**src/sv/ipv_pkg.sv**
```systemverilog
`timescale 1ns / 1ps

package ipv_pkg;

    typedef struct packed {
        logic       action;
        logic [7:0] path_byte;
    } ipv_in_t;

    typedef struct packed {
        logic       valid_res;
        logic [3:0] status;
    } ipv_out_t;

    typedef struct packed {
        logic       bytes_seen;
        logic [1:0] cont_pend;
        logic [2:0] next_rule;
        logic       utf8_failed;
        logic [2:0] char_fault;
        logic       starts_slash;
        logic [1:0] comp_len;
        logic       comp_all_dots;
        logic [1:0] comp_fault;
    } ipv_state_t;

    localparam logic ACT_BYTE = 1'b0;
    localparam logic ACT_END  = 1'b1;

    localparam logic [3:0] ST_OK         = 4'd0;
    localparam logic [3:0] ST_EMPTY      = 4'd1;
    localparam logic [3:0] ST_UTF8       = 4'd2;
    localparam logic [3:0] ST_COLON      = 4'd3;
    localparam logic [3:0] ST_BACKSLASH  = 4'd4;
    localparam logic [3:0] ST_QUOTE      = 4'd5;
    localparam logic [3:0] ST_CONTROL    = 4'd6;
    localparam logic [3:0] ST_LEAD_SLASH = 4'd7;

    localparam logic [2:0] CF_NONE      = 3'd0;
    localparam logic [2:0] CF_COLON     = 3'd3;
    localparam logic [2:0] CF_BACKSLASH = 3'd4;
    localparam logic [2:0] CF_QUOTE     = 3'd5;
    localparam logic [2:0] CF_CONTROL   = 3'd6;

    localparam logic [1:0] CMP_NONE   = 2'd0;
    localparam logic [1:0] CMP_EMPTY  = 2'd1;
    localparam logic [1:0] CMP_DOT    = 2'd2;
    localparam logic [1:0] CMP_DOTDOT = 2'd3;

    localparam logic [2:0] RULE_80_BF = 3'd0;
    localparam logic [2:0] RULE_A0_BF = 3'd1;
    localparam logic [2:0] RULE_80_9F = 3'd2;
    localparam logic [2:0] RULE_90_BF = 3'd3;
    localparam logic [2:0] RULE_80_8F = 3'd4;

    localparam ipv_state_t STATE_RST = '{
        bytes_seen:    1'b0,
        cont_pend:     2'd0,
        next_rule:     RULE_80_BF,
        utf8_failed:   1'b0,
        char_fault:    CF_NONE,
        starts_slash:  1'b0,
        comp_len:      2'd0,
        comp_all_dots: 1'b1,
        comp_fault:    CMP_NONE
    };

endpackage

```
**src/sv/ipv_step.sv**
```systemverilog
`timescale 1ns / 1ps

module ipv_step (
    input  ipv_pkg::ipv_state_t state,
    input  ipv_pkg::ipv_in_t    req,
    output ipv_pkg::ipv_state_t state_next,
    output ipv_pkg::ipv_out_t   verdict
);
    import ipv_pkg::*;

    logic [7:0] b;
    logic       cont_ok;
    logic [2:0] cf;
    logic [1:0] close_f;
    logic [1:0] end_fault;
    logic [3:0] st;

    assign b = req.path_byte;

    always_comb begin
        case (state.next_rule)
            RULE_A0_BF: cont_ok = (b >= 8'hA0) && (b <= 8'hBF);
            RULE_80_9F: cont_ok = (b >= 8'h80) && (b <= 8'h9F);
            RULE_90_BF: cont_ok = (b >= 8'h90) && (b <= 8'hBF);
            RULE_80_8F: cont_ok = (b >= 8'h80) && (b <= 8'h8F);
            default:    cont_ok = (b >= 8'h80) && (b <= 8'hBF);
        endcase
    end

    always_comb begin
        if (b == 8'h3A) begin
            cf = CF_COLON;
        end else if (b == 8'h5C) begin
            cf = CF_BACKSLASH;
        end else if (b == 8'h22 || b == 8'h27) begin
            cf = CF_QUOTE;
        end else if (b < 8'h20 || b == 8'h7F) begin
            cf = CF_CONTROL;
        end else begin
            cf = CF_NONE;
        end
    end

    always_comb begin
        if (state.comp_len == 2'd0) begin
            close_f = CMP_EMPTY;
        end else if (state.comp_all_dots && state.comp_len == 2'd1) begin
            close_f = CMP_DOT;
        end else if (state.comp_all_dots && state.comp_len == 2'd2) begin
            close_f = CMP_DOTDOT;
        end else begin
            close_f = CMP_NONE;
        end
    end

    assign end_fault = (state.comp_fault != CMP_NONE) ? state.comp_fault : close_f;

    always_comb begin
        if (!state.bytes_seen) begin
            st = ST_EMPTY;
        end else if (state.utf8_failed || state.cont_pend != 2'd0) begin
            st = ST_UTF8;
        end else if (state.char_fault != CF_NONE) begin
            st = {1'b0, state.char_fault};
        end else if (state.starts_slash) begin
            st = ST_LEAD_SLASH;
        end else if (end_fault == CMP_NONE) begin
            st = ST_OK;
        end else begin
            st = ST_LEAD_SLASH + {2'b00, end_fault};
        end
    end

    assign verdict.valid_res = (st == ST_OK);
    assign verdict.status    = st;

    always_comb begin
        state_next = state;
        if (req.action == ACT_END) begin
            state_next = STATE_RST;
        end else begin
            if (!state.bytes_seen) begin
                state_next.starts_slash = (b == 8'h2F);
            end
            state_next.bytes_seen = 1'b1;

            if (!state.utf8_failed) begin
                if (state.cont_pend != 2'd0) begin
                    if (!cont_ok) begin
                        state_next.utf8_failed = 1'b1;
                        state_next.cont_pend   = 2'd0;
                    end else begin
                        state_next.cont_pend = state.cont_pend - 2'd1;
                    end
                    state_next.next_rule = RULE_80_BF;
                end else if (b <= 8'h7F) begin
                    state_next.cont_pend = 2'd0;
                end else if (b >= 8'hC2 && b <= 8'hDF) begin
                    state_next.cont_pend = 2'd1;
                    state_next.next_rule = RULE_80_BF;
                end else if (b >= 8'hE0 && b <= 8'hEF) begin
                    state_next.cont_pend = 2'd2;
                    state_next.next_rule = (b == 8'hE0) ? RULE_A0_BF :
                                           (b == 8'hED) ? RULE_80_9F : RULE_80_BF;
                end else if (b >= 8'hF0 && b <= 8'hF4) begin
                    state_next.cont_pend = 2'd3;
                    state_next.next_rule = (b == 8'hF0) ? RULE_90_BF :
                                           (b == 8'hF4) ? RULE_80_8F : RULE_80_BF;
                end else begin
                    state_next.utf8_failed = 1'b1;
                end
            end

            if (state.char_fault == CF_NONE) begin
                state_next.char_fault = cf;
            end

            if (b == 8'h2F) begin
                if (state.comp_fault == CMP_NONE) begin
                    state_next.comp_fault = close_f;
                end
                state_next.comp_len      = 2'd0;
                state_next.comp_all_dots = 1'b1;
            end else begin
                if (state.comp_len != 2'd3) begin
                    state_next.comp_len = state.comp_len + 2'd1;
                end
                if (b != 8'h2E) begin
                    state_next.comp_all_dots = 1'b0;
                end
            end
        end
    end

endmodule

```
**src/sv/import_path_utf8_validator_top.sv**
```systemverilog
`timescale 1ns / 1ps

// Streaming import-path checker. Send the path one byte per request (action 0),
// then one end request (action 1); the end request yields exactly one verdict,
// byte requests yield none, and the state clears for the next path. Throughput
// is one request per cycle, set by the combinational update of the running
// path state; an accepted end request is registered at the input, and its
// verdict at the output. Byte requests keep flowing while a verdict waits on
// m_ready; only a second end request stalls until the output register is free.
module import_path_utf8_validator_top (
    input  logic              aclk,
    input  logic              aresetn,
    input  logic              s_valid,
    output logic              s_ready,
    input  ipv_pkg::ipv_in_t  s_data,
    output logic              m_valid,
    input  logic              m_ready,
    output ipv_pkg::ipv_out_t m_data
);
    import ipv_pkg::*;

    logic       in_valid_reg;
    ipv_in_t    in_reg;
    ipv_state_t state_reg;
    ipv_state_t state_next;
    ipv_out_t   verdict;
    logic       m_valid_reg;
    ipv_out_t   m_data_reg;
    logic       out_free;
    logic       advance;
    logic       fire;
    logic       fire_end;

    assign out_free = !m_valid_reg || m_ready;
    assign advance  = !in_valid_reg || (in_reg.action == ACT_BYTE) || out_free;
    assign fire     = in_valid_reg && advance;
    assign fire_end = fire && (in_reg.action == ACT_END);
    assign s_ready  = advance;

    ipv_step u_step (
        .state      (state_reg),
        .req        (in_reg),
        .state_next (state_next),
        .verdict    (verdict)
    );

    always_ff @(posedge aclk) begin
        if (!aresetn) begin
            in_valid_reg <= 1'b0;
        end else if (advance) begin
            in_valid_reg <= s_valid;
        end
    end

    always_ff @(posedge aclk) begin
        if (advance && s_valid) begin
            in_reg <= s_data;
        end
    end

    always_ff @(posedge aclk) begin
        if (!aresetn) begin
            state_reg <= STATE_RST;
        end else if (fire) begin
            state_reg <= state_next;
        end
    end

    always_ff @(posedge aclk) begin
        if (!aresetn) begin
            m_valid_reg <= 1'b0;
        end else if (fire_end) begin
            m_valid_reg <= 1'b1;
        end else if (m_ready) begin
            m_valid_reg <= 1'b0;
        end
    end

    always_ff @(posedge aclk) begin
        if (fire_end) begin
            m_data_reg <= verdict;
        end
    end

    assign m_valid = m_valid_reg;
    assign m_data  = m_data_reg;

    a_verdict_consistent: assert property (@(posedge aclk) disable iff (!aresetn)
        m_valid_reg |-> (m_data_reg.valid_res == (m_data_reg.status == ST_OK)))
        else $error("valid_res disagrees with status");

    a_clear_after_end: assert property (@(posedge aclk) disable iff (!aresetn)
        fire_end |=> (state_reg == STATE_RST))
        else $error("path state not cleared after end request");

    a_verdict_source: assert property (@(posedge aclk) disable iff (!aresetn)
        $rose(m_valid_reg) |-> $past(fire_end))
        else $error("verdict raised without an end request");

    a_pending_not_failed: assert property (@(posedge aclk) disable iff (!aresetn)
        (state_reg.cont_pend != 2'd0) |-> !state_reg.utf8_failed)
        else $error("continuations pending after UTF-8 failure");

    a_fresh_path_clean: assert property (@(posedge aclk) disable iff (!aresetn)
        !state_reg.bytes_seen |-> (state_reg == STATE_RST))
        else $error("state dirty before first byte");

endmodule
```
**config.mk**
```make
export PLATFORM = sky130hd
export DESIGN_NAME = import_path_utf8_validator_top
export DESIGN_NICKNAME = d
export VERILOG_FILES = /design/src/sv/ipv_pkg.sv /design/src/sv/ipv_step.sv /design/src/sv/import_path_utf8_validator_top.sv
export SDC_FILE = /design/constraint.sdc
export NUM_CORES = 1
export LEC_CHECK = 0
export BUFFER_PORTS_ARGS = -buffer_cell sky130_fd_sc_hd__buf_2
export CORE_MARGIN = 10
export CORE_UTILIZATION = 35
export DETAILED_ROUTE_END_ITERATION = 7
export HOLD_SLACK_MARGIN = 0.08
export RECOVER_POWER = 50
export SYNTH_ARGS = -nofsm -noshare
export SYNTH_HDL_FRONTEND = slang
export SYNTH_SLANG_ARGS = --single-unit
```
**constraint.sdc**
```tcl
create_clock -name aclk -period 2.45 [get_ports aclk]
set_input_delay 0.245 -clock aclk [delete_from_list [all_inputs] [get_ports aclk]]
set_output_delay 0.245 -clock aclk [all_outputs]
set_load 0.02 [all_outputs]
```
==> impl_metrics.csv <==
group,metric,value,unit
synthesis,synthCells,191,
setup_path,crit_path_start,"state_reg[13]",
global_route,grt-ovfl-total,0,
setup_path,r2r-start,"state_reg[13]",
synthesis,synth_edf_count,14,
synthesis,syn_avg_cell_area,9.525,sq um
pwr,peakVddDrop,0.2909,mV
outcome,outcome,"finished clean",
pwr,report.power.total,1.146,mW
setup_path,criticalPathCategory,"reg2reg",
setup_path,cp.required,2.67,ns
pwr,p_per_area,577.3,nW/um^2
sta,fmax,0.5516,GHz
setup_path,cp_max_fo,9,
global_route,grtUsageTotal,0.09251,
sta,worst_pin_slew,0.6213,ns
synthesis,synth_area_leader_cell,"edfxtp_1",
synthesis,ys_types,53,
cells_and_area,layout-drive-gt1-share,0.1627,
min_path,min_from,"s_data[1]",
clocking,clockBufferDepth,2,
cells_and_area,fin_area,1984,sq um
setup_path,reg2reg_depth,7,
min_path,worstHoldPathType,"in2reg",
setup_path,reg2reg_to,"state_reg[9]",
synthesis,yosys.area.top_type_share,0.2311,
detailed_routing,wl_met3,229,um
clocking,cts_max_level,2,
synthesis,syn_nets,209,
global_route,antenna_found_initial,0,
setup_path,cp.arrival,2.03,ns
synthesis,synthTopCellsByArea,"edfxtp_1 (23%), dfxtp_1 (20%), a21oi_1 (4.4%)",
global_route,grt_first_pass_wirelength,6299,um
placement,dp_hpwl,2804,um
sta,post-route-period-util,0.7400,
synthesis,ys_seq_area_frac,0.4292,
sta,setup_violations,0,
floorplan,dieArea,8481,sq um
setup_path,r2r_slack,0.64,ns
floorplan,rows,26,
sta,rsz0062_at_grt,"no",
placement,portBuffers,19,
detailed_routing,drc,0,
detailed_routing,drt_iter0_drc,77,
clocking,cts_setup_buffers,0,
global_route,grt_pass1_vias,1376,
floorplan,fp.dieH,92.10,um
cells_and_area,area_growth,9.078,%
detailed_routing,ant_nets,0,
sta,slew_violations,0,
flow_run,maxCapViolCount,0,
synthesis,synth_flop_cell,"dfxtp_1",
synthesis,synth-seq-cells,32,
synthesis,async_flop_share,0,
sta,setup_tns,0,ns
clocking,path_clk_slew,0.06,ns
clocking,cts_sinks,32,
detailed_routing,top_layer,"met4",
pwr,p_leak,0.7239,nW
clocking,cts-buffers-inserted,5,
placement,place.gp.congestion,0.8458,
cells_and_area,layout_common_cells,"nor2_1 (18), dfxtp_1 (18), a21oi_1 (16), inv_1 (14), edfxtp_1 (14)",
detailed_routing,wirelength,3694,um
detailed_routing,wl_met2,1655,um
cells_and_area,fillers,545,
detailed_routing,vias,1429,
setup_path,crit_path_start_kind,"flip-flop",
clocking,clk_latency,0.29,ns
cells_and_area,antenna_cells,0,
sta,finClkSkew,0.004755,ns
detailed_routing,avgRoutedWirePerCell,13.24,um
clocking,cts.hold.buffers_added,0,
clocking,cts-resized-gates,0,
sta,hold_violations,0,
cells_and_area,largest_register_ffs,16,
floorplan,dieWidth,92.10,um
synthesis,yosys_warnings,0,
synthesis,netlist_area,1819,sq um
floorplan,core,5075,sq um
clocking,clockRootBuffer,"clkbuf_8",
detailed_routing,drt-pass1-iter-count,4,
cells_and_area,final_nets,226,
setup_path,endpoint_kind,"flip-flop",
clocking,cts_tree,"built",
detailed_routing,wl_met1,1716,um
floorplan,ioPinCount,20,
detailed_routing,vias_per_cell,5.122,
global_route,grt_max_degree,13,
setup_path,endpoint,"state_reg[9]",
sta,slew_headroom,0.5843,
sta,layout_min_cycle_time,1.813,ns
placement,placed_cell_area,1906,sq um
floorplan,start_util,0.3585,
## logic make-up after synthesis
| group | Yosys count | synth area share |
|---|---|---|
| compound gates | 50 | 0.1926 |
| xor+xnor | 1 | 0.004815 |
| fa+ha+maj | 5 | 0.03439 |
| buf+inv | 24 | 0.08596 |
| flops | 32 | 0.4292 |
| mux | 2 | 0.01100 |
| simple gates | 77 | 0.2421 |
## cell type report
type | count | area [sq um] | area share
Multi-Input combinational cell | 135 | 882.1 | 0.4445
Sequential cell | 32 | 780.7 | 0.3934
Timing Repair Buffer | 20 | 91.34 | 0.04603
Clock buffer | 8 | 90.09 | 0.04540
Tap cell | 70 | 87.58 | 0.04414
Inverter | 14 | 52.55 | 0.02648
## worst max-delay path, cell delays in order (launching register included)
cell     delay [ns]
dfxtp_1        0.34
inv_1          0.05
ha_1           0.30
or4b_1         0.49
o22ai_1        0.21
a21oi_1        0.07
a21o_1         0.16
a21oi_1        0.12
## worst min path at each step
| stage | endpoint | slack, ns | cells past startpoint |
|---|---|---|---|
| finish | in_reg[1] | 0.13 | 1 |
| floorplan | in_reg[0] | 0.34 | 0 |
| global route | in_reg[8] | 0.12 | 1 |
| detailed placement | in_reg[3] | 0.42 | 1 |
| CTS | in_reg[3] | 0.12 | 1 |
| global placement | in_reg[4] | 0.42 | 1 |
## synthesized netlist by cell type, types with 2 or more instances
library cell,count
or3_1,2
nand2_1,12
mux2i_1,2
inv_1,14
nand3b_1,2
nor4b_1,2
nor2b_1,3
a32o_2,2
nor4_1,2
a21oi_1,16
buf_6,5
nor2_1,18
o211ai_1,2
buf_4,3
nand4b_1,2
a31oi_1,4
or4b_1,2
ha_1,5
o21ai_2,3
edfxtp_1,14
a211oi_1,2
o41ai_1,2
nand3_1,10
o21ai_0,7
nor3_1,10
dfxtp_1,18
## power by group
| group | switching [mW] | internal [mW] | total, mW |
|---|---|---|---|
| Clock | 0.187 | 0.229 | 0.415 |
| Sequential | 0.0295 | 0.579 | 0.608 |
| Combinational | 0.0707 | 0.0512 | 0.122 |
| Total | 0.287 | 0.859 | 1.15 |
## stage by stage
| stage | util | setup slack (ns) | hold slack (ns) | std cells |
|---|---|---|---|---|
| after floorplan | - | 0.7436 | 0.3439 | 191 |
| after global placement | 0.3755 | 0.6947 | 0.4209 | 271 |
| after detailed placement | 0.3755 | 0.6548 | 0.4231 | 271 |
| after CTS | 0.3932 | 0.6322 | 0.1198 | 279 |
| after global routing | 0.3910 | 0.4849 | 0.1199 | 279 |
| final | 0.3910 | 0.6369 | 0.1269 | 279 |
## per-layer routing
metal,vias up,track usage
met2,28,0.1418
met5,-,0
met4,0,0.05784
met3,10,0.03423
met1,657,0.1070
li1,734,-
Power figures use the tool's default switching activity.
